===== src/sv/wbps_pkg.sv =====
// ----------------------------------------------------------------------------
// wbps_pkg
// shared constants and types for the wildcard byte pattern scanner
// ----------------------------------------------------------------------------
package wbps_pkg;

  localparam int DEF_MAX_PATTERN  = 16;
  localparam int DEF_ADDRESS_BITS = 48;

  localparam int DATA_W      = 8;
  localparam int ADDR_OUT_W  = 48;
  localparam int CFG_IDX_W   = 3;
  localparam int CFG_DATA_W  = 64;
  localparam int REG_SIG_BYTES = 16;
  localparam int LEN_REG_W   = 5;
  localparam int CARE_W      = 16;

  typedef enum logic [CFG_IDX_W-1:0] {
    REG_PATTERN_LOW    = 3'd0,
    REG_PATTERN_HIGH   = 3'd1,
    REG_CARE_MASK      = 3'd2,
    REG_PATTERN_LENGTH = 3'd3,
    REG_BASE_ADDRESS   = 3'd4
  } cfg_reg_t;

endpackage


===== src/sv/wbps_in_if.sv =====
// ----------------------------------------------------------------------------
// wbps_in_if
// input byte channel: one data byte and a region end flag per word
// ----------------------------------------------------------------------------
interface wbps_in_if;
  import wbps_pkg::*;

  logic              valid;
  logic              ready;
  logic [DATA_W-1:0] data_byte;
  logic              region_end;

  modport source (output valid, output data_byte, output region_end, input ready);
  modport sink   (input valid, input data_byte, input region_end, output ready);
endinterface


===== src/sv/wbps_out_if.sv =====
// ----------------------------------------------------------------------------
// wbps_out_if
// result channel: found flag and match start address per word
// ----------------------------------------------------------------------------
interface wbps_out_if;
  import wbps_pkg::*;

  logic                  valid;
  logic                  ready;
  logic                  found;
  logic [ADDR_OUT_W-1:0] match_address;

  modport source (output valid, output found, output match_address, input ready);
  modport sink   (input valid, input found, input match_address, output ready);
endinterface


===== src/sv/wbps_cfg_if.sv =====
// ----------------------------------------------------------------------------
// wbps_cfg_if
// register write channel: register index and write data per word
// ----------------------------------------------------------------------------
interface wbps_cfg_if;
  import wbps_pkg::*;

  logic                  valid;
  logic                  ready;
  logic [CFG_IDX_W-1:0]  index;
  logic [CFG_DATA_W-1:0] data;

  modport source (output valid, output index, output data, input ready);
  modport sink   (input valid, input index, input data, output ready);
endinterface


===== src/sv/wildcard_byte_pattern_scanner.sv =====
// ----------------------------------------------------------------------------
// wildcard_byte_pattern_scanner
// finds the first masked signature match per byte-stream region, reports its address
// ----------------------------------------------------------------------------
// path: a causing byte is registered in the cell chain and compare stage, its result word in the output register
// throughput: one byte per cycle unless stalled, set by the cell chain shifting once per word
// a waiting result word stalls bytes once the compare stage also holds a byte
// reset: synchronous active-low rst_n loads register defaults, clears fill and state
// ----------------------------------------------------------------------------
module wildcard_byte_pattern_scanner #(
  parameter int MAX_PATTERN  = wbps_pkg::DEF_MAX_PATTERN,
  parameter int ADDRESS_BITS = wbps_pkg::DEF_ADDRESS_BITS
) (
  input  logic       clk,
  input  logic       rst_n,
  wbps_in_if.sink    in_ch,
  wbps_out_if.source out_ch,
  wbps_cfg_if.sink   cfg_ch
);
  import wbps_pkg::*;

  localparam int LEN_W = $clog2(MAX_PATTERN + 1);
  localparam int SUM_W = (ADDRESS_BITS > ADDR_OUT_W) ? ADDRESS_BITS : ADDR_OUT_W;
  localparam logic [SUM_W-1:0] SUM_MASK = {SUM_W{1'b1}} >> (SUM_W - ADDRESS_BITS);

  // configuration registers
  logic [CFG_DATA_W-1:0] pattern_low_r;
  logic [CFG_DATA_W-1:0] pattern_high_r;
  logic [CARE_W-1:0]     care_mask_r;
  logic [LEN_REG_W-1:0]  pattern_length_r;
  logic [ADDR_OUT_W-1:0] base_address_r;

  logic [LEN_W-1:0] eff_len;
  logic [MAX_PATTERN-1:0][DATA_W-1:0] sig_bytes;
  logic [MAX_PATTERN-1:0]             sig_care;

  // input stage
  logic                    in_acc;
  logic [ADDRESS_BITS-1:0] offset_r;
  logic [ADDRESS_BITS-1:0] offset_nxt;
  logic                    restart_r;

  // compare stage
  logic                    s1_valid_r;
  logic                    s1_valid_nxt;
  logic                    s1_last_r;
  logic [ADDRESS_BITS-1:0] s1_start_r;
  logic                    match_done_r;
  logic                    match_done_nxt;
  logic                    hit;
  logic                    s1_hit;
  logic                    s1_result;
  logic [SUM_W-1:0]        sum_full;
  logic [SUM_W-1:0]        sum_masked;

  // output register
  logic                  out_free;
  logic                  out_valid_r;
  logic                  out_valid_nxt;
  logic                  found_r;
  logic [ADDR_OUT_W-1:0] addr_r;

  // ---------------- configuration ----------------
  assign cfg_ch.ready = 1'b1;

  always_ff @(posedge clk) begin
    if (!rst_n) begin
      pattern_low_r    <= '0;
      pattern_high_r   <= '0;
      care_mask_r      <= '0;
      pattern_length_r <= LEN_REG_W'(1);
      base_address_r   <= '0;
    end else if (cfg_ch.valid) begin
      case (cfg_reg_t'(cfg_ch.index))
        REG_PATTERN_LOW:    pattern_low_r    <= cfg_ch.data;
        REG_PATTERN_HIGH:   pattern_high_r   <= cfg_ch.data;
        REG_CARE_MASK:      care_mask_r      <= cfg_ch.data[CARE_W-1:0];
        REG_PATTERN_LENGTH: pattern_length_r <= cfg_ch.data[LEN_REG_W-1:0];
        REG_BASE_ADDRESS:   base_address_r   <= cfg_ch.data[ADDR_OUT_W-1:0];
        default: ;
      endcase
    end
  end

  always_comb begin
    if (pattern_length_r == '0) begin
      eff_len = LEN_W'(1);
    end else if (int'(pattern_length_r) > MAX_PATTERN) begin
      eff_len = LEN_W'(MAX_PATTERN);
    end else begin
      eff_len = LEN_W'(pattern_length_r);
    end
  end

  genvar k;
  generate
    for (k = 0; k < MAX_PATTERN; k++) begin : g_sig
      if (k < REG_SIG_BYTES / 2) begin : g_low
        assign sig_bytes[k] = pattern_low_r[DATA_W*k +: DATA_W];
        assign sig_care[k]  = care_mask_r[k];
      end else if (k < REG_SIG_BYTES) begin : g_high
        assign sig_bytes[k] = pattern_high_r[DATA_W*(k - REG_SIG_BYTES/2) +: DATA_W];
        assign sig_care[k]  = care_mask_r[k];
      end else begin : g_wild
        assign sig_bytes[k] = '0;
        assign sig_care[k]  = 1'b0;
      end
    end
  endgenerate

  // ---------------- handshake ----------------
  assign out_free    = !out_valid_r || out_ch.ready;
  assign in_ch.ready = !s1_valid_r || out_free;
  assign in_acc      = in_ch.valid && in_ch.ready;

  // ---------------- input stage ----------------
  always_comb begin
    offset_nxt = offset_r;
    if (in_acc) begin
      offset_nxt = in_ch.region_end ? '0 : offset_r + ADDRESS_BITS'(1);
    end
  end

  always_ff @(posedge clk) begin
    if (!rst_n) begin
      offset_r  <= '0;
      restart_r <= 1'b0;
    end else begin
      offset_r <= offset_nxt;
      if (in_acc) begin
        restart_r <= in_ch.region_end;
      end
    end
  end

  always_ff @(posedge clk) begin
    if (in_acc) begin
      s1_last_r  <= in_ch.region_end;
      s1_start_r <= offset_r - ADDRESS_BITS'(eff_len - LEN_W'(1));
    end
  end

  wbps_window #(
    .MAX_PATTERN (MAX_PATTERN)
  ) u_window (
    .clk       (clk),
    .rst_n     (rst_n),
    .shift     (in_acc),
    .restart   (restart_r),
    .byte_in   (in_ch.data_byte),
    .eff_len   (eff_len),
    .sig_bytes (sig_bytes),
    .sig_care  (sig_care),
    .hit       (hit)
  );

  // ---------------- compare stage ----------------
  assign s1_hit     = s1_valid_r && !match_done_r && hit;
  assign s1_result  = s1_valid_r && !match_done_r && (hit || s1_last_r);
  assign sum_full   = SUM_W'(base_address_r) + SUM_W'(s1_start_r);
  assign sum_masked = sum_full & SUM_MASK;

  always_comb begin
    s1_valid_nxt   = s1_valid_r;
    match_done_nxt = match_done_r;
    if (in_acc) begin
      s1_valid_nxt = 1'b1;
    end else if (out_free) begin
      s1_valid_nxt = 1'b0;
    end
    if (s1_valid_r && out_free) begin
      if (s1_last_r) begin
        match_done_nxt = 1'b0;
      end else if (s1_hit) begin
        match_done_nxt = 1'b1;
      end
    end
  end

  always_ff @(posedge clk) begin
    if (!rst_n) begin
      s1_valid_r   <= 1'b0;
      match_done_r <= 1'b0;
    end else begin
      s1_valid_r   <= s1_valid_nxt;
      match_done_r <= match_done_nxt;
    end
  end

  // ---------------- output register ----------------
  always_comb begin
    out_valid_nxt = out_valid_r;
    if (out_free) begin
      out_valid_nxt = s1_result;
    end
  end

  always_ff @(posedge clk) begin
    if (!rst_n) begin
      out_valid_r <= 1'b0;
    end else begin
      out_valid_r <= out_valid_nxt;
    end
  end

  always_ff @(posedge clk) begin
    if (out_free && s1_result) begin
      found_r <= s1_hit;
      addr_r  <= s1_hit ? sum_masked[ADDR_OUT_W-1:0] : '0;
    end
  end

  assign out_ch.valid         = out_valid_r;
  assign out_ch.found         = found_r;
  assign out_ch.match_address = addr_r;

  // ---------------- assertions ----------------
  a_nofound_zero: assert property (@(posedge clk) disable iff (!rst_n)
    out_ch.valid && !out_ch.found |-> out_ch.match_address == '0)
    else $error("no-match word carries a nonzero address");

  a_ready_when_empty: assert property (@(posedge clk) disable iff (!rst_n)
    !s1_valid_r |-> in_ch.ready)
    else $error("input stalled with empty compare stage");

  a_region_restart: assert property (@(posedge clk) disable iff (!rst_n)
    in_acc && in_ch.region_end |=> offset_r == '0 && restart_r)
    else $error("region state not restarted after last byte");

  a_done_cleared: assert property (@(posedge clk) disable iff (!rst_n)
    s1_valid_r && out_free && s1_last_r |=> !match_done_r)
    else $error("match flag survives region end");

endmodule


===== src/sv/wbps_cell.sv =====
// ----------------------------------------------------------------------------
// wbps_cell
// one window position: holds a byte and its fill flag, compares to signature
// ----------------------------------------------------------------------------
module wbps_cell (
  input  logic                      clk,
  input  logic                      rst_n,
  input  logic                      shift,
  input  logic [wbps_pkg::DATA_W-1:0] byte_in,
  input  logic                      fill_in,
  input  logic [wbps_pkg::DATA_W-1:0] exp_byte,
  input  logic                      care,
  output logic [wbps_pkg::DATA_W-1:0] byte_out,
  output logic                      fill_out,
  output logic                      ok
);
  import wbps_pkg::*;

  logic [DATA_W-1:0] byte_r;
  logic [DATA_W-1:0] byte_nxt;
  logic              fill_r;
  logic              fill_nxt;

  always_comb begin
    byte_nxt = byte_r;
    fill_nxt = fill_r;
    if (shift) begin
      byte_nxt = byte_in;
      fill_nxt = fill_in;
    end
  end

  always_ff @(posedge clk) begin
    byte_r <= byte_nxt;
  end

  always_ff @(posedge clk) begin
    if (!rst_n) begin
      fill_r <= 1'b0;
    end else begin
      fill_r <= fill_nxt;
    end
  end

  assign byte_out = byte_r;
  assign fill_out = fill_r;
  assign ok       = !care || (byte_r == exp_byte);

endmodule


===== src/sv/wbps_window.sv =====
// ----------------------------------------------------------------------------
// wbps_window
// chain of window cells with per-position signature alignment and match
// ----------------------------------------------------------------------------
module wbps_window #(
  parameter  int MAX_PATTERN = wbps_pkg::DEF_MAX_PATTERN,
  localparam int LEN_W       = $clog2(MAX_PATTERN + 1)
) (
  input  logic                                      clk,
  input  logic                                      rst_n,
  input  logic                                      shift,
  input  logic                                      restart,
  input  logic [wbps_pkg::DATA_W-1:0]               byte_in,
  input  logic [LEN_W-1:0]                          eff_len,
  input  logic [MAX_PATTERN-1:0][wbps_pkg::DATA_W-1:0] sig_bytes,
  input  logic [MAX_PATTERN-1:0]                    sig_care,
  output logic                                      hit
);
  import wbps_pkg::*;

  localparam int IDX_W = (MAX_PATTERN > 1) ? $clog2(MAX_PATTERN) : 1;

  logic [MAX_PATTERN-1:0][DATA_W-1:0] byte_q;
  logic [MAX_PATTERN-1:0]             fill_q;
  logic [MAX_PATTERN-1:0]             ok_vec;
  logic [LEN_W-1:0]                   last_pos;

  genvar j;
  generate
    for (j = 0; j < MAX_PATTERN; j++) begin : g_cell
      logic [DATA_W-1:0] cell_byte_in;
      logic              cell_fill_in;
      logic [LEN_W-1:0]  sig_pos;
      logic              in_use;

      if (j == 0) begin : g_head
        assign cell_byte_in = byte_in;
        assign cell_fill_in = 1'b1;
      end else begin : g_body
        assign cell_byte_in = byte_q[j-1];
        assign cell_fill_in = fill_q[j-1] & ~restart;
      end

      // window position j lines up with signature byte len-1-j
      assign sig_pos = eff_len - LEN_W'(j + 1);
      assign in_use  = LEN_W'(j) < eff_len;

      wbps_cell u_cell (
        .clk      (clk),
        .rst_n    (rst_n),
        .shift    (shift),
        .byte_in  (cell_byte_in),
        .fill_in  (cell_fill_in),
        .exp_byte (sig_bytes[sig_pos[IDX_W-1:0]]),
        .care     (in_use && sig_care[sig_pos[IDX_W-1:0]]),
        .byte_out (byte_q[j]),
        .fill_out (fill_q[j]),
        .ok       (ok_vec[j])
      );
    end
  endgenerate

  assign last_pos = eff_len - LEN_W'(1);
  assign hit      = (&ok_vec) && fill_q[last_pos[IDX_W-1:0]];

endmodule

===== src/flat_wrapper.sv =====
// flat-port wrapper written by rule: the top's interface ports become plain ports
module wildcard_byte_pattern_scanner_flat import wbps_pkg::*;
#(
  parameter int MAX_PATTERN  = wbps_pkg::DEF_MAX_PATTERN,
  parameter int ADDRESS_BITS = wbps_pkg::DEF_ADDRESS_BITS
)
  (clk, rst_n, in_ch_valid, in_ch_data_byte, in_ch_region_end, in_ch_ready, out_ch_valid, out_ch_found, out_ch_match_address, out_ch_ready, cfg_ch_valid, cfg_ch_index, cfg_ch_data, cfg_ch_ready);
  wbps_in_if in_ch_i ();
  wbps_out_if out_ch_i ();
  wbps_cfg_if cfg_ch_i ();
  input  logic clk;
  input  logic rst_n;
  input wire logic [$bits(in_ch_i.valid)-1:0] in_ch_valid;
  input wire logic [$bits(in_ch_i.data_byte)-1:0] in_ch_data_byte;
  input wire logic [$bits(in_ch_i.region_end)-1:0] in_ch_region_end;
  output wire logic [$bits(in_ch_i.ready)-1:0] in_ch_ready;
  output wire logic [$bits(out_ch_i.valid)-1:0] out_ch_valid;
  output wire logic [$bits(out_ch_i.found)-1:0] out_ch_found;
  output wire logic [$bits(out_ch_i.match_address)-1:0] out_ch_match_address;
  input wire logic [$bits(out_ch_i.ready)-1:0] out_ch_ready;
  input wire logic [$bits(cfg_ch_i.valid)-1:0] cfg_ch_valid;
  input wire logic [$bits(cfg_ch_i.index)-1:0] cfg_ch_index;
  input wire logic [$bits(cfg_ch_i.data)-1:0] cfg_ch_data;
  output wire logic [$bits(cfg_ch_i.ready)-1:0] cfg_ch_ready;
  assign in_ch_i.valid = in_ch_valid;
  assign in_ch_i.data_byte = in_ch_data_byte;
  assign in_ch_i.region_end = in_ch_region_end;
  assign in_ch_ready = in_ch_i.ready;
  assign out_ch_valid = out_ch_i.valid;
  assign out_ch_found = out_ch_i.found;
  assign out_ch_match_address = out_ch_i.match_address;
  assign out_ch_i.ready = out_ch_ready;
  assign cfg_ch_i.valid = cfg_ch_valid;
  assign cfg_ch_i.index = cfg_ch_index;
  assign cfg_ch_i.data = cfg_ch_data;
  assign cfg_ch_ready = cfg_ch_i.ready;
  wildcard_byte_pattern_scanner #(.MAX_PATTERN(MAX_PATTERN), .ADDRESS_BITS(ADDRESS_BITS)) u_core (.clk(clk), .rst_n(rst_n), .in_ch(in_ch_i), .out_ch(out_ch_i), .cfg_ch(cfg_ch_i));
endmodule

===== config.mk =====
export PLATFORM = sky130hd
export DESIGN_NAME = wildcard_byte_pattern_scanner_flat
export DESIGN_NICKNAME = d
export VERILOG_FILES = /design/src/sv/wbps_pkg.sv /design/src/sv/wbps_in_if.sv /design/src/sv/wbps_out_if.sv /design/src/sv/wbps_cfg_if.sv /design/src/sv/wildcard_byte_pattern_scanner.sv /design/src/sv/wbps_cell.sv /design/src/sv/wbps_window.sv /design/src/flat_wrapper.sv
export SDC_FILE = /design/constraint.sdc
export NUM_CORES = 1
export LEC_CHECK = 0
export BUFFER_PORTS_ARGS = -buffer_cell sky130_fd_sc_hd__buf_2
export CAP_MARGIN = 10
export CORE_ASPECT_RATIO = 1.75
export CORE_MARGIN = 2
export CORE_UTILIZATION = 50
export CTS_CLUSTER_DIAMETER = 120
export DETAILED_ROUTE_END_ITERATION = 10
export PLACE_DENSITY = 0.63
export SKIP_CTS_REPAIR_TIMING = 1
export SLEW_MARGIN = 20
export SYNTH_ARGS = -nofsm -noshare
export SYNTH_HDL_FRONTEND = slang
export SYNTH_SLANG_ARGS = --single-unit

===== constraint.sdc =====
create_clock -name clk -period 15.6 [get_ports clk]
set_clock_uncertainty 0.15 [all_clocks]
set_input_delay 1.56 -clock clk [delete_from_list [all_inputs] [get_ports clk]]
set_output_delay 1.56 -clock clk [all_outputs]
set_load 0.01 [all_outputs]

### After elaboration in Yosys (flattened, before gate mapping)

Cells that the tools add are included.

| storage, ports and cells | value |
|---|---|
| bits in registers | 491 |
| input port bits | 81 |
| output and inout port bits | 52 |
| logic and storage cells | 280 |

| operators by class | value |
|---|---|
| add/sub/neg operators | 20 |
| magnitude comparators | 33 |
| equality and inequality tests | 20 |
| muxes and demuxes | 73 |
| bitwise gates (word level) | 16 |
| reduce and logical (&&, ||, !) cells | 72 |

Operator list:

| operator | count |
|---|---|
| $bmux 8 s4 | 16 |
| $eq 8x8->1 | 16 |
| $mux 8 | 16 |
| $lt 4x5->1 const B | 16 |
| $bmux 1 s4 | 17 |
| $add 48x1->48 const B | 1 |
| $add 48x48->48 | 1 |
| $mux 48 | 1 |
| $sub 48x48->48 | 1 |
| $lt 4x5->1 const A | 8 |
| $sub 4x4->4 const B | 8 |
| $logic_and 1x1->1 | 23 |
| $mux 1 | 21 |
| $lt 3x5->1 const A | 4 |
| $logic_not 1->1 | 19 |
| $logic_or 1x1->1 | 19 |
| $reduce_and 16->1 | 1 |
| $sub 4x3->4 const B | 4 |
| $and 1x1->1 | 15 |
| $reduce_and 2->1 | 6 |
| $lt 1x5->1 const A | 2 |
| $lt 2x5->1 const A | 2 |
| $mux 5 | 2 |
| $sub 4x1->4 const B | 2 |
| other kinds (10) | 13 |

### Depth between registers and ports, before layout

| depth | value |
|---|---|
| depth after elaboration | 14 |
| depth in mapped cells | 22 |
| depth with buffers taken out | 19 |

### Modules after synthesis

From an unflattened synthesis, not the netlist that was laid out.

| unflattened totals | value |
|---|---|
| cell total of the unflattened synthesis | 2957 |
| area, all modules | 31707.9 um^2 |

Modules (own cells, without submodules):

| module | times used | cells an instance | area each (um^2) |
|---|---|---|---|
| wildcard_byte_pattern_scanner | 1 | 2078 | 18113.6 |
| wbps_window | 1 | 527 | 7768.7 |
| wbps_cell | 16 | 22 | 364.1 |

### Worst setup path before layout

No wires, ideal clock.

| timing path | value |
|---|---|
| path type | input -> register |
| start | in out_ch_ready |
| end | reg u_core.s1_last_r, enable pin |
| setup time | 612 ps |
| data arrival time | 7074 ps |
| required time | 14838 ps |
| path slack | 7764 ps |
| stages | 4 |
| path buffers | 1 |
| cells stage by stage | nand3b_1 > nand2_1 > inv_2 > clkbuf_1 |

| between the ends | value |
|---|---|
| longest elaborated chain between the ends | 3 |

Ends and longest elaborated chain:

| element | RTL line | text |
|---|---|---|
| start, declared | flat_wrapper.sv:20 | `input wire logic [$bits(out_ch_i.ready)-1:0] out_ch_ready;` |
| $logic_or 1x1->1 | wildcard_byte_pattern_scanner.sv:112 | `assign out_free = !out_valid_r \|\| out_ch.ready;` |
| $logic_or 1x1->1 | wildcard_byte_pattern_scanner.sv:113 | `assign in_ch.ready = !s1_valid_r \|\| out_free;` |
| $logic_and 1x1->1 | wildcard_byte_pattern_scanner.sv:114 | `assign in_acc = in_ch.valid && in_ch.ready;` |
| net u_core.in_acc | wildcard_byte_pattern_scanner.sv:38 | `logic in_acc;` |
| end signal, assigned | wildcard_byte_pattern_scanner.sv:138 | `s1_last_r <= in_ch.region_end;` |
| end, declared | wildcard_byte_pattern_scanner.sv:46 | `logic s1_last_r;` |

The timed path passes the listed nets, and every way through them passes these cells.
A chain may end at the register's enable or synchronous reset.

### Final worst setup path

| timing path | value |
|---|---|
| start | reg u_core.pattern_length_r[1] |
| end | reg u_core.addr_r[23], in the netlist u_core.out_ch.match_address[23], enable pin |

| between the ends | value |
|---|---|
| longest elaborated chain between the ends | 14 |
| elaborated cells on any way between the ends | 171 |
| classes of those cells | 16 x add/sub; 17 x order compare; 16 x eq/ne; 68 x mux; 54 x reduce/logical |

Ends and longest elaborated chain:

| element | RTL line | text |
|---|---|---|
| start, declared | wildcard_byte_pattern_scanner.sv:30 | `logic [LEN_REG_W-1:0] pattern_length_r;` |
| start signal, assigned | wildcard_byte_pattern_scanner.sv:78 | `REG_PATTERN_LENGTH: pattern_length_r <= cfg_ch.data[LEN_REG_W-1:0];` |
| $gt 5x5->1 | wildcard_byte_pattern_scanner.sv:88 | `end else if (int'(pattern_length_r) > MAX_PATTERN) begin` |
| $mux 5 | wildcard_byte_pattern_scanner.sv:88 |  |
| $mux 5 (*) | wildcard_byte_pattern_scanner.sv:86 | `if (pattern_length_r == '0) begin` |
| branches (longest 7 deep; another with $sub 4x1->4) | -- |  |
| $logic_and 1x1->1 (*) | wbps_window.sv:64 | `assign hit = (&ok_vec) && fill_q[last_pos[IDX_W-1:0]];` |
| $logic_or 1x1->1 (*) | wildcard_byte_pattern_scanner.sv:159 | `assign s1_result = s1_valid_r && !match_done_r && (hit \|\| s1_last_r);` |
| $logic_and 1x1->1 (*) | wildcard_byte_pattern_scanner.sv:159 |  |
| $logic_and 1x1->1 (*) | wildcard_byte_pattern_scanner.sv:207 | `if (out_free && s1_result) begin` |
| end signal, assigned | wildcard_byte_pattern_scanner.sv:209 | `addr_r <= s1_hit ? sum_masked[ADDR_OUT_W-1:0] : '0;` |
| end, declared | wildcard_byte_pattern_scanner.sv:61 | `logic [ADDR_OUT_W-1:0] addr_r;` |

Every way passes the cells marked *. The select of a mux whose other input is x is not followed.

==> flow_metrics.py <==
metrics = {
    "run_status": {
        "status": "complete, no violations",
    },
    "yosys": {
        "synthMuxAreaShare": 0.118,
        "yosysMostFrequentCell": "nand2_1",
        "synth_fa_ha_area_frac": 0.0406,
        "synth-async-reset-ratio": 0,
        "synth-main-ff-cell": "dfxtp_1",
        "yosysWarnings": 0,
        "synth_xor_area_frac": 0.0646,
        "netlist_top_cells_area": "edfxtp_1, dfxtp_1, mux4_2, nand2_1, a21boi_0",
        "netlist.area_leader.share": 0.218,
        "synthCells": 3247,
        "synth_commonest_cells": "nand2_1, dfxtp_1, edfxtp_1",
        "synth_top_family_by_area": "compound AO/OA/AOI/OAI gates",
        "synth-compound-area-share": 0.195,
        "yosys.area_share.simple": 0.162,
        "synth_edf_count": 226,
        "syn_area_um2": 31200,
        "yosysTopAreaCell": "edfxtp_1",
        "synthDistinctLibCells": 90,
        "postSynthAreaPerCell_um2": 9.59,
        "ys_seq_area_frac": 0.388,
        "ys_ff_latch": 491,
    },
    "place": {
        "placedCellCount": 4080,
        "gp_congestion": 1.05,
        "dpl_worst_slack_ns": 7.70,
        "hpwl_um": 96000,
        "io_buffer_count": 131,
    },
    "sta": {
        "maxSlewViolCount": 0,
        "fin_setup_tns_ns": 0,
        "period_share": 0.523,
        "rsz0062_at_grt": "no",
        "finalCriticalPeriod_ns": 8.15,
        "whs_ns": 0.319,
        "hold_violations": 0,
        "slew_headroom": 0.197,
        "setup_viol": 0,
        "worstMarginPinSlew_ns": 1.20,
        "max_freq_mhz": 123,
        "fin_ws_ns": 7.45,
    },
    "cells_and_area": {
        "nets": 3511,
        "fin_cells": 4169,
        "layout-drive-gt1-share": 0.123,
        "syn_to_final_growth_pct": 10.1,
    },
    "hold_path": {
        "hold_path_depth": 2,
        "hp-start": "u_core.u_window.g_cell[15].u_cell.fill_out",
        "hold_class": "flop to flop",
        "hold_end": "u_core.u_window.g_cell[15].u_cell.fill_out",
    },
    "die": {
        "die_h_um": 334,
        "rows": 121,
        "num_io_pins": 133,
        "die_w_um": 193,
        "core_area_um2": 61900,
        "initial_utilization": 0.503,
        "design.die.area_um2": 64400,
    },
    "drt": {
        "top_layer": "met5",
        "viasPerCell": 6.53,
        "avgRoutedWirePerCell_um": 29.9,
        "ant_nets": 0,
        "drt-met1-wl_um": 40600,
        "num_vias": 27200,
        "wl_met3_um": 8140,
        "first_pass_iters": 8,
        "wl_um": 125000,
        "wl_met2_um": 61800,
        "drc": 0,
        "drt_iter0_markers": 2373,
    },
    "clock_network": {
        "cts_buffers": 46,
        "clk_latency_ns": 0.63,
        "cts.sinks": 491,
        "h-tree-depth": 2,
        "cts_root_buf": "clkbuf_16",
        "tritoncts": "yes",
        "cts.clk_slew.worst_paths_ns": 0.06,
        "ctsLongestPathBuffers": 3,
    },
    "pwr": {
        "p_sw_frac": 0.270,
        "p_int_uw": 2260,
        "pwr-share-comb": 0.120,
        "p_switching_uw": 836,
        "powerDensity_nw_per_um2": 90.2,
        "pwr-share-seq": 0.469,
        "ir_worst_vdd_v": 0.000132,
        "power_frac_clock": 0.411,
        "leakagePower_uw": 0.0130,
        "finalPower_uw": 3090,
    },
    "job": {
        "maxCapViolCount": 0,
    },
    "global_routing": {
        "grt_use_total": 0.386,
        "antenna_found_initial": 5,
        "grt_pass1_wl_um": 179000,
        "overflow": 0,
        "grt_pass1_vias": 26600,
        "grt_max_degree": 114,
    },
    "worst_setup_path": {
        "crit_fanout": 60,
        "r2r_setup_slack_ns": 7.45,
        "worstReg2RegEnd": "u_core.out_ch.match_address[23]",
        "critPathKind": "flop to flop",
        "timing.rr.start": "u_core.pattern_length_r[1]",
        "end_kind": "flop",
        "critPathArrivalTime_ns": 8.27,
        "cp-start-kind": "flop",
        "worst_r2r_path_depth": 17,
        "worst_ep_required_time_ns": 15.71,
        "crit_path_start": "u_core.pattern_length_r[1]",
    },
}
-- layout by cell type, fill, tap and decap left out, drive strengths merged, types with 36 or more instances in the layout --
cell and count:
a21boi 215, ha 98, nand2 519, a21oi 116, conb 43, o22ai 55
a21o 48, buf 181, nor2 220, edfxtp 226, inv 42, xor2 106
mux4 91, xnor2 122, a221oi 68, o21ai 100, clkbuf 63, a22o 36
dfxtp 265, and3 40, nand3 59, nor4 56, nor3 38, mux2i 153
-- cell families (layout without fill, tap and decap cells) --
logic type / after synthesis / count (layout)
buffers and inverters: 227 / 306
DFF: 491 / 491
and+or+nand+nor: 1098 / 1098
other: 1 / 45
muxes: 252 / 252
adders and majority gates: 100 / 100
xor gates and xnor gates: 228 / 228
AOI/OAI and AO/OA: 850 / 850
-- power by group through the flow --
stage / sequential, µW / combinational [µW] / clock, µW
6_report: 1450 / 372 / 1270
3_5_place_dp: 1480 / 359 / 0
5_1_grt: 1450 / 393 / 1330
3_3_place_gp: 1480 / 353 / 0
2_1_floorplan: 1450 / 231 / 0
4_1_cts: 1450 / 360 / 1280
-- critical path, stage by stage (launching register included) --
cell and delay (ns):
dfxtp_1 0.46, buf_4 0.29, nand2b_2 0.08, buf_4 0.56, clkinv_2 0.84, buf_4 0.58
a222oi_1 0.74, o22ai_1 0.19, or3_1 0.37, a211o_1 0.32, nor4_2 0.76, a311o_1 0.33
o2111ai_1 0.10, or4_1 0.60, buf_4 0.30, nor2_1 0.18, o21a_2 0.25, buf_4 0.52
-- worst max path at each step --
stage / endpoint / slack [ns] / cells after the start
5_1_grt: u_core.out_ch.match_address[20] / 7.11 / 17
3_5_place_dp: u_core.out_ch.match_address[29] / 7.70 / 18
2_1_floorplan: u_core.s1_last_r / 7.76 / 4
6_report: u_core.out_ch.match_address[23] / 7.45 / 17
4_1_cts: u_core.out_ch.match_address[23] / 7.69 / 18
3_3_place_gp: u_core.out_ch.match_address[29] / 7.73 / 18
-- layer usage --
layer  GRT usage  vias up
met5           0        -
met4       0.350        6
met3      0.0812      475
met2       0.666     1250
met1       0.384    13300
li1            -    12300
-- registers in the layout (all words and copies together), names as in the netlist --
| name | cells |
|---|---|
| u_core.u_window.g_cell.u_cell.fill_out | 16 |
| u_core.pattern_high_r | 64 |
| u_core.u_window.g_cell.u_cell.byte_out | 128 |
| u_core.pattern_length_r | 5 |
| u_core.s1_valid_r | 1 |
| u_core.out_ch.valid | 1 |
| u_core.offset_r | 48 |
| u_core.pattern_low_r | 64 |
| u_core.s1_last_r | 1 |
| u_core.restart_r | 1 |
| u_core.out_ch.match_address | 48 |
| u_core.care_mask_r | 16 |
| u_core.s1_start_r | 48 |
| u_core.base_address_r | 48 |
| u_core.out_ch.found | 1 |
| u_core.match_done_r | 1 |
-- area by class of cell --
cell class                      count  area (µm²)
Antenna cell                        2        5.00
Clock buffer                       63        1390
Clock inverter                     23         294
Fill cell                        5541       27600
Inverter                           39         153
Multi-Input combinational cell   2571       18300
Sequential cell                   491       12100
Tap cell                          799        1000
Timing Repair Buffer              181        1030
-- stage by stage --
stage	instance area (µm²)	utilization
global route	34300	0.554
CTS	34300	0.553
detailed placement	32600	0.526
global placement	32600	0.526
finish	34300	0.554
floorplan	31300	-
Power figures use the tool's default switching activity.
